$ cat src/design/ssc_pkg.sv
`timescale 1ns / 1ps
// ssc_pkg: widths, command codes and angle arithmetic for the servo slew controller
// no dependencies; used by the interfaces, the top level and the checker

package ssc_pkg;

  localparam int KIND_W     = 2;
  localparam int CH_W       = 4;
  localparam int ANGLE_W    = 10;
  localparam int DEG_W      = 8;
  localparam int OFF_W      = 9;
  localparam int INTERVAL_W = 16;

  typedef logic [DEG_W-1:0]      deg_t;
  typedef logic [OFF_W-1:0]      off_t;
  typedef logic [INTERVAL_W-1:0] interval_t;

  // command codes
  localparam logic [KIND_W-1:0] KIND_SET    = 2'd0;
  localparam logic [KIND_W-1:0] KIND_TARGET = 2'd1;
  localparam logic [KIND_W-1:0] KIND_TICK   = 2'd2;

  localparam deg_t      ANGLE_RESET    = 8'd90;
  localparam deg_t      MAX_DEG        = 8'd180;
  localparam interval_t INTERVAL_RESET = 16'd10;

  localparam off_t OFF_BASE = 9'd204;
  localparam off_t OFF_MAX  = 9'd409;
  // deg*205/180 = deg*41/36, and n/36 == (n*7282) >> 18 for n up to 7380
  localparam int OFF_RECIP = 41 * 7282;
  localparam int OFF_SHIFT = 18;

  function automatic deg_t clamp_angle(input logic signed [ANGLE_W-1:0] ang);
    deg_t res;
    if (ang[ANGLE_W-1]) begin
      res = '0;
    end else if (ang[ANGLE_W-2:0] > 9'(MAX_DEG)) begin
      res = MAX_DEG;
    end else begin
      res = ang[DEG_W-1:0];
    end
    return res;
  endfunction

  function automatic off_t off_of(input deg_t deg);
    logic [26:0] prod;
    prod = 27'(deg) * 27'(OFF_RECIP);
    return OFF_BASE + off_t'(prod[26:OFF_SHIFT]);
  endfunction

endpackage

$ cat src/design/ssc_cmd_if.sv
`timescale 1ns / 1ps
// ssc_cmd_if: command channel (kind, channel, angle) with valid/ready
// depends on ssc_pkg for field widths

interface ssc_cmd_if;
  logic                                 valid;
  logic                                 ready;
  logic [ssc_pkg::KIND_W-1:0]           kind;
  logic [ssc_pkg::CH_W-1:0]             channel;
  logic signed [ssc_pkg::ANGLE_W-1:0]   angle;

  modport source (output valid, kind, channel, angle, input ready);
  modport sink   (input valid, kind, channel, angle, output ready);
endinterface

$ cat src/design/ssc_res_if.sv
`timescale 1ns / 1ps
// ssc_res_if: result channel (out_channel, off_count, last) with valid/ready
// depends on ssc_pkg for field widths

interface ssc_res_if;
  logic                       valid;
  logic                       ready;
  logic [ssc_pkg::CH_W-1:0]   out_channel;
  logic [ssc_pkg::OFF_W-1:0]  off_count;
  logic                       last;

  modport source (output valid, out_channel, off_count, last, input ready);
  modport sink   (input valid, out_channel, off_count, last, output ready);
endinterface

$ cat src/design/servo_slew_controller_top.sv
`timescale 1ns / 1ps
// servo_slew_controller_top: per-channel servo slewer, angles in two registered-read memories
// depends on ssc_pkg, ssc_cmd_if, ssc_res_if
// target commands and ticks that do not step leave the block idle; an immediate set enters the
// flush state; its result moves from the held register to the output register when that is free
// a stepping tick walks the memories one channel per cycle unless the output stalls; each
// result is held until the next moving channel or the walk ends, to learn if it is last
// reset: angles read as 90 through per-entry valid bits, tick count 0, interval 10

module servo_slew_controller_top #(
  parameter int CHANNELS = 16
) (
  input  logic                             clk_i,
  input  logic                             rst_ni,
  ssc_cmd_if.sink                          cmd,
  ssc_res_if.source                        res,
  input  logic                             cfg_we_i,
  input  logic [ssc_pkg::INTERVAL_W-1:0]   cfg_wdata_i
);

  localparam int IDX_W = (CHANNELS > 1) ? $clog2(CHANNELS) : 1;
  localparam logic [IDX_W-1:0] LAST_IDX = IDX_W'(CHANNELS - 1);

  typedef enum logic [1:0] {
    ST_IDLE,
    ST_WALK,
    ST_FLUSH
  } state_e;

  // ---------------------------------------------------------------------------
  // control state
  // ---------------------------------------------------------------------------
  state_e                  state_q, state_d;
  ssc_pkg::interval_t      interval_q;
  ssc_pkg::interval_t      tick_q, tick_d;
  logic [IDX_W-1:0]        idx_q, idx_d;        // next entry to read
  logic                    iss_q, iss_d;        // reads still to issue
  logic                    p_valid_q, p_valid_d; // read data is waiting to be processed
  logic [IDX_W-1:0]        p_idx_q, p_idx_d;
  logic                    held_v_q, held_v_d;   // one result held back to learn if it is last
  logic [ssc_pkg::CH_W-1:0] held_ch_q, held_ch_d;
  ssc_pkg::deg_t           held_deg_q, held_deg_d;
  logic                    out_valid_q, out_valid_d;
  logic [ssc_pkg::CH_W-1:0] out_ch_q, out_ch_d;
  ssc_pkg::off_t           out_off_q, out_off_d;
  logic                    out_last_q, out_last_d;

  // ---------------------------------------------------------------------------
  // angle memories: current and target, with valid bits so unwritten entries
  // read as the reset angle
  // ---------------------------------------------------------------------------
  ssc_pkg::deg_t cur_mem [CHANNELS];
  ssc_pkg::deg_t tgt_mem [CHANNELS];
  logic [CHANNELS-1:0] cur_vld_q, tgt_vld_q;

  logic               cur_we, tgt_we;
  logic [IDX_W-1:0]   cur_waddr, tgt_waddr;
  ssc_pkg::deg_t      cur_wdata, tgt_wdata;
  logic               rd_en;
  ssc_pkg::deg_t      cur_rd_q, tgt_rd_q;
  logic               cur_rd_vld_q, tgt_rd_vld_q;

  always_ff @(posedge clk_i) begin
    if (cur_we) begin
      cur_mem[cur_waddr] <= cur_wdata;
    end
    if (tgt_we) begin
      tgt_mem[tgt_waddr] <= tgt_wdata;
    end
    if (rd_en) begin
      cur_rd_q     <= cur_mem[idx_q];
      tgt_rd_q     <= tgt_mem[idx_q];
      cur_rd_vld_q <= cur_vld_q[idx_q];
      tgt_rd_vld_q <= tgt_vld_q[idx_q];
    end
  end

  always_ff @(posedge clk_i or negedge rst_ni) begin
    if (!rst_ni) begin
      cur_vld_q <= '0;
      tgt_vld_q <= '0;
    end else begin
      if (cur_we) begin
        cur_vld_q[cur_waddr] <= 1'b1;
      end
      if (tgt_we) begin
        tgt_vld_q[tgt_waddr] <= 1'b1;
      end
    end
  end

  // ---------------------------------------------------------------------------
  // datapath helpers
  // ---------------------------------------------------------------------------
  ssc_pkg::deg_t   cmd_deg;
  logic [31:0]     cmd_ch_ext;
  logic [IDX_W-1:0] cmd_addr;
  logic            cmd_ch_ok;
  logic [31:0]     p_idx_ext;
  logic [ssc_pkg::CH_W-1:0] p_ch;
  ssc_pkg::deg_t   cur_val, tgt_val, step_val;
  logic            moved;
  logic [ssc_pkg::INTERVAL_W:0] tick_inc, limit;
  logic            out_free, can_proc, advance;
  logic            push, push_last;

  assign cmd_deg    = ssc_pkg::clamp_angle(cmd.angle);
  assign cmd_ch_ext = 32'(cmd.channel);
  assign cmd_addr   = cmd_ch_ext[IDX_W-1:0];
  assign cmd_ch_ok  = cmd_ch_ext < 32'(CHANNELS);

  assign p_idx_ext = 32'(p_idx_q);
  assign p_ch      = p_idx_ext[ssc_pkg::CH_W-1:0];

  assign cur_val  = cur_rd_vld_q ? cur_rd_q : ssc_pkg::ANGLE_RESET;
  assign tgt_val  = tgt_rd_vld_q ? tgt_rd_q : ssc_pkg::ANGLE_RESET;
  assign moved    = cur_val != tgt_val;
  assign step_val = (tgt_val > cur_val) ? cur_val + 8'd1 : cur_val - 8'd1;

  // a zero interval behaves as one
  assign tick_inc = 17'(tick_q) + 17'd1;
  assign limit    = (interval_q == '0) ? 17'd1 : 17'(interval_q);

  // the output register can take a new transfer this cycle
  assign out_free = !out_valid_q || res.ready;
  // a moving channel pushes the held result out, which needs a free output
  assign can_proc = !(moved && held_v_q) || out_free;
  assign advance  = !p_valid_q || can_proc;

  always_comb begin
    state_d     = state_q;
    tick_d      = tick_q;
    idx_d       = idx_q;
    iss_d       = iss_q;
    p_valid_d   = p_valid_q;
    p_idx_d     = p_idx_q;
    held_v_d    = held_v_q;
    held_ch_d   = held_ch_q;
    held_deg_d  = held_deg_q;
    cur_we      = 1'b0;
    tgt_we      = 1'b0;
    cur_waddr   = cmd_addr;
    tgt_waddr   = cmd_addr;
    cur_wdata   = cmd_deg;
    tgt_wdata   = cmd_deg;
    rd_en       = 1'b0;
    push        = 1'b0;
    push_last   = 1'b0;

    case (state_q)
      ST_IDLE: begin
        if (cmd.valid) begin
          case (cmd.kind)
            ssc_pkg::KIND_SET: begin
              if (cmd_ch_ok) begin
                cur_we     = 1'b1;
                tgt_we     = 1'b1;
                held_v_d   = 1'b1;
                held_ch_d  = cmd.channel;
                held_deg_d = cmd_deg;
                state_d    = ST_FLUSH;
              end
            end
            ssc_pkg::KIND_TARGET: begin
              tgt_we = cmd_ch_ok;
            end
            ssc_pkg::KIND_TICK: begin
              if (tick_inc < limit) begin
                tick_d = tick_inc[ssc_pkg::INTERVAL_W-1:0];
              end else begin
                tick_d  = '0;
                idx_d   = '0;
                iss_d   = 1'b1;
                state_d = ST_WALK;
              end
            end
            default: begin
            end
          endcase
        end
      end

      ST_WALK: begin
        // process the entry whose read data is waiting
        if (p_valid_q && can_proc && moved) begin
          cur_we     = 1'b1;
          cur_waddr  = p_idx_q;
          cur_wdata  = step_val;
          push       = held_v_q;
          held_v_d   = 1'b1;
          held_ch_d  = p_ch;
          held_deg_d = step_val;
        end
        // issue the next read when the pipeline moves
        if (advance) begin
          p_valid_d = 1'b0;
          if (iss_q) begin
            rd_en     = 1'b1;
            p_valid_d = 1'b1;
            p_idx_d   = idx_q;
            if (idx_q == LAST_IDX) begin
              iss_d = 1'b0;
            end else begin
              idx_d = idx_q + IDX_W'(1);
            end
          end
        end
        if (!iss_q && !p_valid_q) begin
          state_d = ST_FLUSH;
        end
      end

      ST_FLUSH: begin
        if (!held_v_q) begin
          state_d = ST_IDLE;
        end else if (out_free) begin
          push      = 1'b1;
          push_last = 1'b1;
          held_v_d  = 1'b0;
          state_d   = ST_IDLE;
        end
      end

      default: begin
        state_d = ST_IDLE;
      end
    endcase

    // output register
    out_valid_d = out_valid_q;
    out_ch_d    = out_ch_q;
    out_off_d   = out_off_q;
    out_last_d  = out_last_q;
    if (push) begin
      out_valid_d = 1'b1;
      out_ch_d    = held_ch_q;
      out_off_d   = ssc_pkg::off_of(held_deg_q);
      out_last_d  = push_last;
    end else if (res.ready) begin
      out_valid_d = 1'b0;
    end
  end

  always_ff @(posedge clk_i or negedge rst_ni) begin
    if (!rst_ni) begin
      state_q     <= ST_IDLE;
      interval_q  <= ssc_pkg::INTERVAL_RESET;
      tick_q      <= '0;
      idx_q       <= '0;
      iss_q       <= 1'b0;
      p_valid_q   <= 1'b0;
      p_idx_q     <= '0;
      held_v_q    <= 1'b0;
      held_ch_q   <= '0;
      held_deg_q  <= '0;
      out_valid_q <= 1'b0;
      out_ch_q    <= '0;
      out_off_q   <= '0;
      out_last_q  <= 1'b0;
    end else begin
      state_q     <= state_d;
      if (cfg_we_i) begin
        interval_q <= cfg_wdata_i;
      end
      tick_q      <= tick_d;
      idx_q       <= idx_d;
      iss_q       <= iss_d;
      p_valid_q   <= p_valid_d;
      p_idx_q     <= p_idx_d;
      held_v_q    <= held_v_d;
      held_ch_q   <= held_ch_d;
      held_deg_q  <= held_deg_d;
      out_valid_q <= out_valid_d;
      out_ch_q    <= out_ch_d;
      out_off_q   <= out_off_d;
      out_last_q  <= out_last_d;
    end
  end

  // commands are taken only between walks
  assign cmd.ready       = state_q == ST_IDLE;
  assign res.valid       = out_valid_q;
  assign res.out_channel = out_ch_q;
  assign res.off_count   = out_off_q;
  assign res.last        = out_last_q;

endmodule

$ cat src/flat_wrapper.sv
// flat-port wrapper written by rule: the top's interface ports become plain ports
module servo_slew_controller_top_flat 
#(
  parameter int CHANNELS = 16
)
  (clk_i, rst_ni, cfg_we_i, cfg_wdata_i, cmd_valid, cmd_kind, cmd_channel, cmd_angle, cmd_ready, res_valid, res_out_channel, res_off_count, res_last, res_ready);
  ssc_cmd_if cmd_i ();
  ssc_res_if res_i ();
  input  logic clk_i;
  input  logic rst_ni;
  input  logic cfg_we_i;
  input  logic [ssc_pkg::INTERVAL_W-1:0] cfg_wdata_i;
  input wire logic [$bits(cmd_i.valid)-1:0] cmd_valid;
  input wire logic [$bits(cmd_i.kind)-1:0] cmd_kind;
  input wire logic [$bits(cmd_i.channel)-1:0] cmd_channel;
  input wire logic [$bits(cmd_i.angle)-1:0] cmd_angle;
  output wire logic [$bits(cmd_i.ready)-1:0] cmd_ready;
  output wire logic [$bits(res_i.valid)-1:0] res_valid;
  output wire logic [$bits(res_i.out_channel)-1:0] res_out_channel;
  output wire logic [$bits(res_i.off_count)-1:0] res_off_count;
  output wire logic [$bits(res_i.last)-1:0] res_last;
  input wire logic [$bits(res_i.ready)-1:0] res_ready;
  assign cmd_i.valid = cmd_valid;
  assign cmd_i.kind = cmd_kind;
  assign cmd_i.channel = cmd_channel;
  assign cmd_i.angle = cmd_angle;
  assign cmd_ready = cmd_i.ready;
  assign res_valid = res_i.valid;
  assign res_out_channel = res_i.out_channel;
  assign res_off_count = res_i.off_count;
  assign res_last = res_i.last;
  assign res_i.ready = res_ready;
  servo_slew_controller_top #(.CHANNELS(CHANNELS)) u_core (.clk_i(clk_i), .rst_ni(rst_ni), .cmd(cmd_i), .res(res_i), .cfg_we_i(cfg_we_i), .cfg_wdata_i(cfg_wdata_i));
endmodule
$ cat config.mk
export PLATFORM = sky130hd
export DESIGN_NAME = servo_slew_controller_top_flat
export DESIGN_NICKNAME = d
export VERILOG_FILES = /design/src/design/ssc_pkg.sv /design/src/design/ssc_cmd_if.sv /design/src/design/ssc_res_if.sv /design/src/design/servo_slew_controller_top.sv /design/src/flat_wrapper.sv
export SDC_FILE = /design/constraint.sdc
export NUM_CORES = 1
export LEC_CHECK = 0
export BUFFER_PORTS_ARGS = -buffer_cell sky130_fd_sc_hd__buf_4
export CAP_MARGIN = 20
export CORE_UTILIZATION = 60
export DETAILED_ROUTE_END_ITERATION = 12
export GPL_TIMING_DRIVEN = 1
export PLACE_DENSITY = 0.88
export SYNTH_ARGS = -nofsm -noshare
export SYNTH_HDL_FRONTEND = slang
export SYNTH_SLANG_ARGS = --single-unit
$ cat constraint.sdc
create_clock -name clk_i -period 5.3 [get_ports clk_i]
set_input_delay 0.53 -clock clk_i [delete_from_list [all_inputs] [get_ports clk_i]]
set_output_delay 0.53 -clock clk_i [all_outputs]
set_load 0.01 [all_outputs]
==> results.cfg, run 1 <==
[clock_tree]
numCtsBuffers = 39
clk_path_buf_depth = 3
hold_buffers = 0
cts_resized = 0
cts.clk_slew.worst_paths_ns = 0.06
postCtsSetupBuffers = 0
ctsHtreeMaxLevel = 2
clk_latency_ns = 0.55
cts_root_buf = sky130_fd_sc_hd__clkbuf_16
cts.sinks = 378
tritoncts = yes

[synthesis]
post_synth.cell_area_avg_um2 = 13.3
syn_area_um2 = 17900
synthesis.yosys.warnings = 0
synth_async_sr_flop_share_pct = 27.5
seq_area_frac_synth_pct = 60.6
yosysUniqueCellTypes = 71
synth_edf_count = 274
yosysTopAreaCellShare_pct = 46.0
synth_cells = 1341
syn-num-nets = 1480
postSynthRegisterBits = 378
dominantRegCellSynth = sky130_fd_sc_hd__edfxtp_1
yosys.area.top_type = sky130_fd_sc_hd__edfxtp_1
synthTopCellsByArea = sky130_fd_sc_hd__edfxtp_1 46%, sky130_fd_sc_hd__dfrtp_1 14%, sky130_fd_sc_hd__ha_1 6.1%, sky130_fd_sc_hd__mux4_2 4.5%, sky130_fd_sc_hd__mux2i_1 3.6%

[timing]
slew-limit-headroom_pct = 30.3
setup_viol = 0
worst_slew_pin_slew_ns = 1.04
clock-skew-final_ns = 0.0264
finalWorstPathRequiredPeriod_ns = 4.60
hold_viol = 0
timing.final.max_slew_violations = 0
holdWs_ns = 0.0257
grt_setup_unrepaired = no
setup_total_negative_slack_ns = 0
clock.fmax_ghz = 0.217
period_share_pct = 86.8

[power_and_ir_drop]
logic_pwr_share_pct = 37.9
ir_worst_vdd_uv = 367
power_switching_uw = 3420
switching_share_pct = 34.6
seq_power_share_pct = 36.3
power_density_nw_per_um2 = 498
static-leakage-power_uw = 0.00778
totalPowerFinal_uw = 9900
clockPowerShare_pct = 25.8
p_int_uw = 6480

[floorplan]
die-height_um = 175
start_util_pct = 61.7
floorplan.die_area_um2 = 30500
io-pin-count = 53
core_region_area_um2 = 29000
core.rowCount = 62
die_width_um = 175

[detailed_routing]
route.layer.met1.wl_um = 16300
detail-route-antenna-nets = 0
drcViolationCount = 0
met3RoutedLength_um = 3550
routed-wl-met2_um = 20400
vias = 11547
avgRoutedWirePerCell_um = 22.7
drt_first_pass_iters = 8
post_drt_via_cell_ratio = 6.34
drtIter0Drc = 1356
wl_um = 41400
routed.top_layer = met4

[critical_path]
critical_path.endpoint_type = flop
worstPathCellList = fa_1 > ha_1 > fa_1 > fa_1 > ha_1 > nand4_1 > nor2_1 > a21o_2 > or2_4 > a21oi_1 > xor2_1 > ha_1 > inv_1 > a311o_1 > nand3_1 > nand3_1
cp_launch_type = flop
crit_type = flop to flop
crit_required_ns = 5.70
r2r_cells = 16
worstPathBufferInverterCount = 1
critPathTopFamily = adder cells
crit_arrival_ns = 5.00
critPathSlowestCell = sky130_fd_sc_hd__dfrtp_1
cp_max_fo = 9
reg2reg_to = u_core.res.off_count[8]
regToRegStartpoint = u_core.held_deg_q[6]
cpPeakStageDelay_ns = 0.55
reg2reg_setup_slack_ns = 0.70

[global_routing]
grt_use_total_pct = 27.6
first_pass_grt_wire_length_um = 64700
initial_antenna_violation_count = 1
grt_overflow = 0
grt_start_max_net_pins = 55
grt_pass1_vias = 11713

[layout]
leading_cell_types_in_the_layout_fill_and_taps_excluded = 274 x sky130_fd_sc_hd__edfxtp_1, 137 x sky130_fd_sc_hd__nand2_1, 101 x sky130_fd_sc_hd__dfrtp_1, 87 x sky130_fd_sc_hd__ha_1, 73 x sky130_fd_sc_hd__o21ai_0
area.growth.synth_to_final_pct = 11.2
post-route-util_pct = 68.6
final_net_count = 1543
final_layout_size_suffix_gt1_share_pct = 15.5
finalInstanceArea_um2 = 19900
most_common_library_cell_in_the_layout_ignoring_fill_and_taps = sky130_fd_sc_hd__edfxtp_1

[placed_design]
post_dp_cell_area_um2 = 18700
gp_congestion = 0.901
port-buffer-count = 52
place_hpwl_um = 26800

[status]
run_status = complete, no violations

[job]
timing.max_cap.violations = 0

[worst_hold_path]
hold_class = primary input to asynchronous set/reset pin
==> power by group through the flow <==
stage,combinational [uW],sequential (uW),clock (uW)
detailed placement,3670,3660,0
CTS,3730,3600,2560
global route,4210,3630,2680
finish,3750,3600,2550
floorplan,2790,3620,0
global placement,3460,3640,0
==> per-stage QoR <==
stage	cells	setup slack, ns
3_5_place_dp	1745	0.708
3_3_place_gp	1745	0.843
6_report	1820	0.697
2_1_floorplan	1341	1.03
4_1_cts	1817	0.721
5_1_grt	1819	0.487
==> cell type report <==
| class | instances | area [um2] |
|---|---|---|
| Multi-Input combinational cell | 848 | 6600 |
| Fill cell | 1856 | 9120 |
| Tap cell | 384 | 480 |
| Timing Repair Buffer | 72 | 541 |
| Clock buffer | 53 | 1040 |
| Inverter | 65 | 244 |
| Sequential cell | 378 | 10800 |
| Antenna cell | 1 | 2.50 |
| Clock inverter | 19 | 150 |
==> cell families (layout without fill, tap and decap cells) <==
kind of cell / count (synthesis) / count (layout) / share of synthesized area (%)
AOI/OAI and AO/OA: 253 / 253 / 8.81
xor gates and xnor gates: 31 / 31 / 1.59
adders and majority gates: 103 / 103 / 7.82
buffers and inverters: 115 / 209 / 2.59
DFF: 378 / 378 / 60.6
muxes: 122 / 122 / 9.50
other: 0 / 1 / 0
and+or+nand+nor: 339 / 339 / 9.13
==> how the worst max path moves through the flow <==
stage                               startpoint  slack (ns)  cells after the start                      end
after floorplan           u_core.held_deg_q[6]        1.03                     16  u_core.res.off_count[8]
after global placement    u_core.held_deg_q[6]        0.84                     16  u_core.res.off_count[8]
after detailed placement  u_core.held_deg_q[6]        0.71                     16  u_core.res.off_count[8]
after CTS                 u_core.held_deg_q[6]        0.72                     16  u_core.res.off_count[8]
after global routing      u_core.held_deg_q[6]        0.49                     16  u_core.res.off_count[8]
final                     u_core.held_deg_q[6]        0.70                     16  u_core.res.off_count[8]
==> Yosys cell counts, types with 8 or more instances <==
master / count
sky130_fd_sc_hd__a221oi_1: 18
sky130_fd_sc_hd__fa_1: 15
sky130_fd_sc_hd__nor3b_1: 8
sky130_fd_sc_hd__a31oi_1: 11
sky130_fd_sc_hd__nor2b_1: 13
sky130_fd_sc_hd__nor3_1: 13
sky130_fd_sc_hd__mux2_2: 21
sky130_fd_sc_hd__a22oi_1: 19
sky130_fd_sc_hd__nor4_1: 8
sky130_fd_sc_hd__o21ai_1: 27
sky130_fd_sc_hd__or2_1: 15
sky130_fd_sc_hd__or2_2: 21
sky130_fd_sc_hd__nor2_1: 55
sky130_fd_sc_hd__edfxtp_1: 274
sky130_fd_sc_hd__a21oi_1: 55
sky130_fd_sc_hd__a21o_1: 14
sky130_fd_sc_hd__nand3_1: 16
sky130_fd_sc_hd__nand4_1: 14
sky130_fd_sc_hd__o21ai_0: 73
sky130_fd_sc_hd__nand2b_1: 17
sky130_fd_sc_hd__dfrtp_1: 102
sky130_fd_sc_hd__mux4_2: 36
sky130_fd_sc_hd__mux2i_1: 64
sky130_fd_sc_hd__inv_1: 63
sky130_fd_sc_hd__nand2_1: 137
sky130_fd_sc_hd__xnor2_1: 20
sky130_fd_sc_hd__xor2_1: 10
sky130_fd_sc_hd__clkbuf_1: 30
sky130_fd_sc_hd__ha_1: 87
sky130_fd_sc_hd__buf_2: 14
==> state kept, by name, summed over array words and instances, names as in the netlist, 2 cells and up <==
register                cells
u_core.tgt_mem            128
u_core.interval_q          16
u_core.state_q              2
u_core.cur_vld_q           16
u_core.held_deg_q           8
u_core.tgt_vld_q           16
u_core.tick_q              16
u_core.held_ch_q            4
u_core.res.off_count        9
u_core.res.out_channel      4
u_core.tgt_rd_q             8
u_core.cur_rd_q             8
u_core.p_ch                 4
u_core.idx_q                4
u_core.cur_mem            128
==> per-layer routing <==
metal | GRT usage, % | up-vias
li1 | - | 5104
met1 | 36.5 | 5743
met2 | 46.6 | 588
met3 | 5.09 | 112
met4 | 8.73 | 0
met5 | 0 | -
(Power assumes the default switching activity.)
==> run 2, diff against run 1 <==
HOLD_SLACK_MARGIN = 0.1   (was unset)
==> results.cfg, run 2 (synthesized netlist as in run 1, its figures left out) <==
[timing]
finalWorstPathRequiredPeriod_ns = 4.61
grt_setup_unrepaired = no
layout_setup_ws_ns = 0.693
period_share_pct = 86.9
slew-limit-headroom_pct = 30.1
setup_viol = 0
hold_viol = 0
holdWs_ns = 0.207
timing.final.max_slew_violations = 0
clock-skew-final_ns = 0.0265
clock.fmax_ghz = 0.217
setup_total_negative_slack_ns = 0
worst_slew_pin_slew_ns = 1.05

[global_routing]
grt_pass1_vias = 11713
grt_overflow = 0
initial_antenna_violation_count = 1
grt_start_max_net_pins = 55
first_pass_grt_wire_length_um = 64700
grt_use_total_pct = 27.6

[clock_tree]
cts_root_buf = sky130_fd_sc_hd__clkbuf_16
clk_latency_ns = 0.55
cts.sinks = 378
clk_path_buf_depth = 3
numCtsBuffers = 39
hold_buffers = 1
postCtsSetupBuffers = 0
cts.clk_slew.worst_paths_ns = 0.06
cts_resized = 0
tritoncts = yes
ctsHtreeMaxLevel = 2

[detailed_routing]
post_drt_via_cell_ratio = 6.37
drtIter0Drc = 1441
drt_first_pass_iters = 7
wl_um = 41500
drcViolationCount = 0
vias = 11595
detail-route-antenna-nets = 0
avgRoutedWirePerCell_um = 22.8

[layout]
final_layout_size_suffix_gt1_share_pct = 15.5
leading_cell_types_in_the_layout_fill_and_taps_excluded = 274 x sky130_fd_sc_hd__edfxtp_1, 137 x sky130_fd_sc_hd__nand2_1, 101 x sky130_fd_sc_hd__dfrtp_1, 87 x sky130_fd_sc_hd__ha_1, 73 x sky130_fd_sc_hd__o21ai_0
area.growth.synth_to_final_pct = 11.3
largest_registers = u_core.cur_mem x128, u_core.tgt_mem x128
final_net_count = 1544
seq_area_um2 = 10800
fillerInstances = 1855
multiInputGateArea_um2 = 6600
most_common_library_cell_in_the_layout_ignoring_fill_and_taps = sky130_fd_sc_hd__edfxtp_1

[power_and_ir_drop]
power_density_nw_per_um2 = 498
ir_worst_vdd_uv = 367
static-leakage-power_uw = 0.00778

[floorplan]
core.rowCount = 62
start_util_pct = 61.7
die_width_um = 175
core_region_area_um2 = 29000
floorplan.die_area_um2 = 30500
io-pin-count = 53
die-height_um = 175

[worst_hold_path]
whs_path_depth = 3
hold_class = primary input to flop

[placed_design]
place_ws_ns = 0.708
place_hpwl_um = 26800
port-buffer-count = 52
gp_congestion = 0.901

[critical_path]
crit_required_ns = 5.70
crit_type = flop to flop
critical_path.endpoint_type = flop
worstPathCellList = fa_1 > ha_1 > fa_1 > fa_1 > ha_1 > nand4_1 > nor2_1 > a21o_2 > or2_4 > a21oi_1 > xor2_1 > ha_1 > inv_1 > a311o_1 > nand3_1 > nand3_1
critPathSlowestCell = sky130_fd_sc_hd__dfrtp_1
cp_launch_type = flop
r2r_cells = 16
cp_max_fo = 9
cpPeakStageDelay_ns = 0.55
crit_arrival_ns = 5.00

[status]
run_status = complete, no violations

[job]
timing.max_cap.violations = 0
-- run 2: per-layer routing --
metal / GRT usage [%] / part of all wire [%] / routed length (um)
met1: 36.5 / 40 / 16500
met2: 46.6 / 49 / 20500
met3: 5.09 / 8.2 / 3430
met4: 8.73 / 2.7 / 1120
met5: 0 / 0 / 0
-- run 2: worst paths after layout --
kind	start	endpoint	slack [ns]
max in group asynchronous	rst_ni	u_core.idx_q[0]	3.47
min in group asynchronous	rst_ni	u_core.res.off_count[0]	0.57
hold reg to reg	u_core.tgt_vld_q[12]	u_core.tgt_vld_q[12]	0.47
setup reg to reg	u_core.held_deg_q[6]	u_core.res.off_count[8]	0.69
hold / removal	cfg_wdata_i[2]	u_core.interval_q[2]	0.21
setup / recovery	u_core.held_deg_q[6]	u_core.res.off_count[8]	0.69
-- run 2: worst max-delay path, delay by kind of cell, from the launching register on --
kind            cells  cell delay, ns
compound gates      3            0.75
xor+xnor            1            0.17
fa+ha+maj           6            2.32
buf+inv             1            0.07
flops               1            0.55
simple gates        5            0.64
-- run 2: layout make-up --
type	count	area share (%)
Inverter	65	1.23
Timing Repair Buffer	73	2.77
Antenna cell	1	0.0126
Clock inverter	19	0.754
Sequential cell	378	54.4
Clock buffer	53	5.22
Tap cell	384	2.41
Multi-Input combinational cell	848	33.2
-- run 2: stage by stage --
stage / util [%] / total power [uW] / instance area, um2 / instances
5_1_grt: 68.6 / 10500 / 19900 / 1820
3_3_place_gp: 64.4 / 7100 / 18700 / 1745
3_5_place_dp: 64.4 / 7330 / 18700 / 1745
6_report: 68.6 / 9910 / 19900 / 1821
2_1_floorplan: - / 6400 / 17900 / 1341
4_1_cts: 68.5 / 9890 / 19900 / 1818
-- run 2: where the power goes --
group          switching (uW)  internal [uW]  total [uW]
logic                    2080           1680        3750
registers                 194           3410        3600
clock network            1160           1400        2550
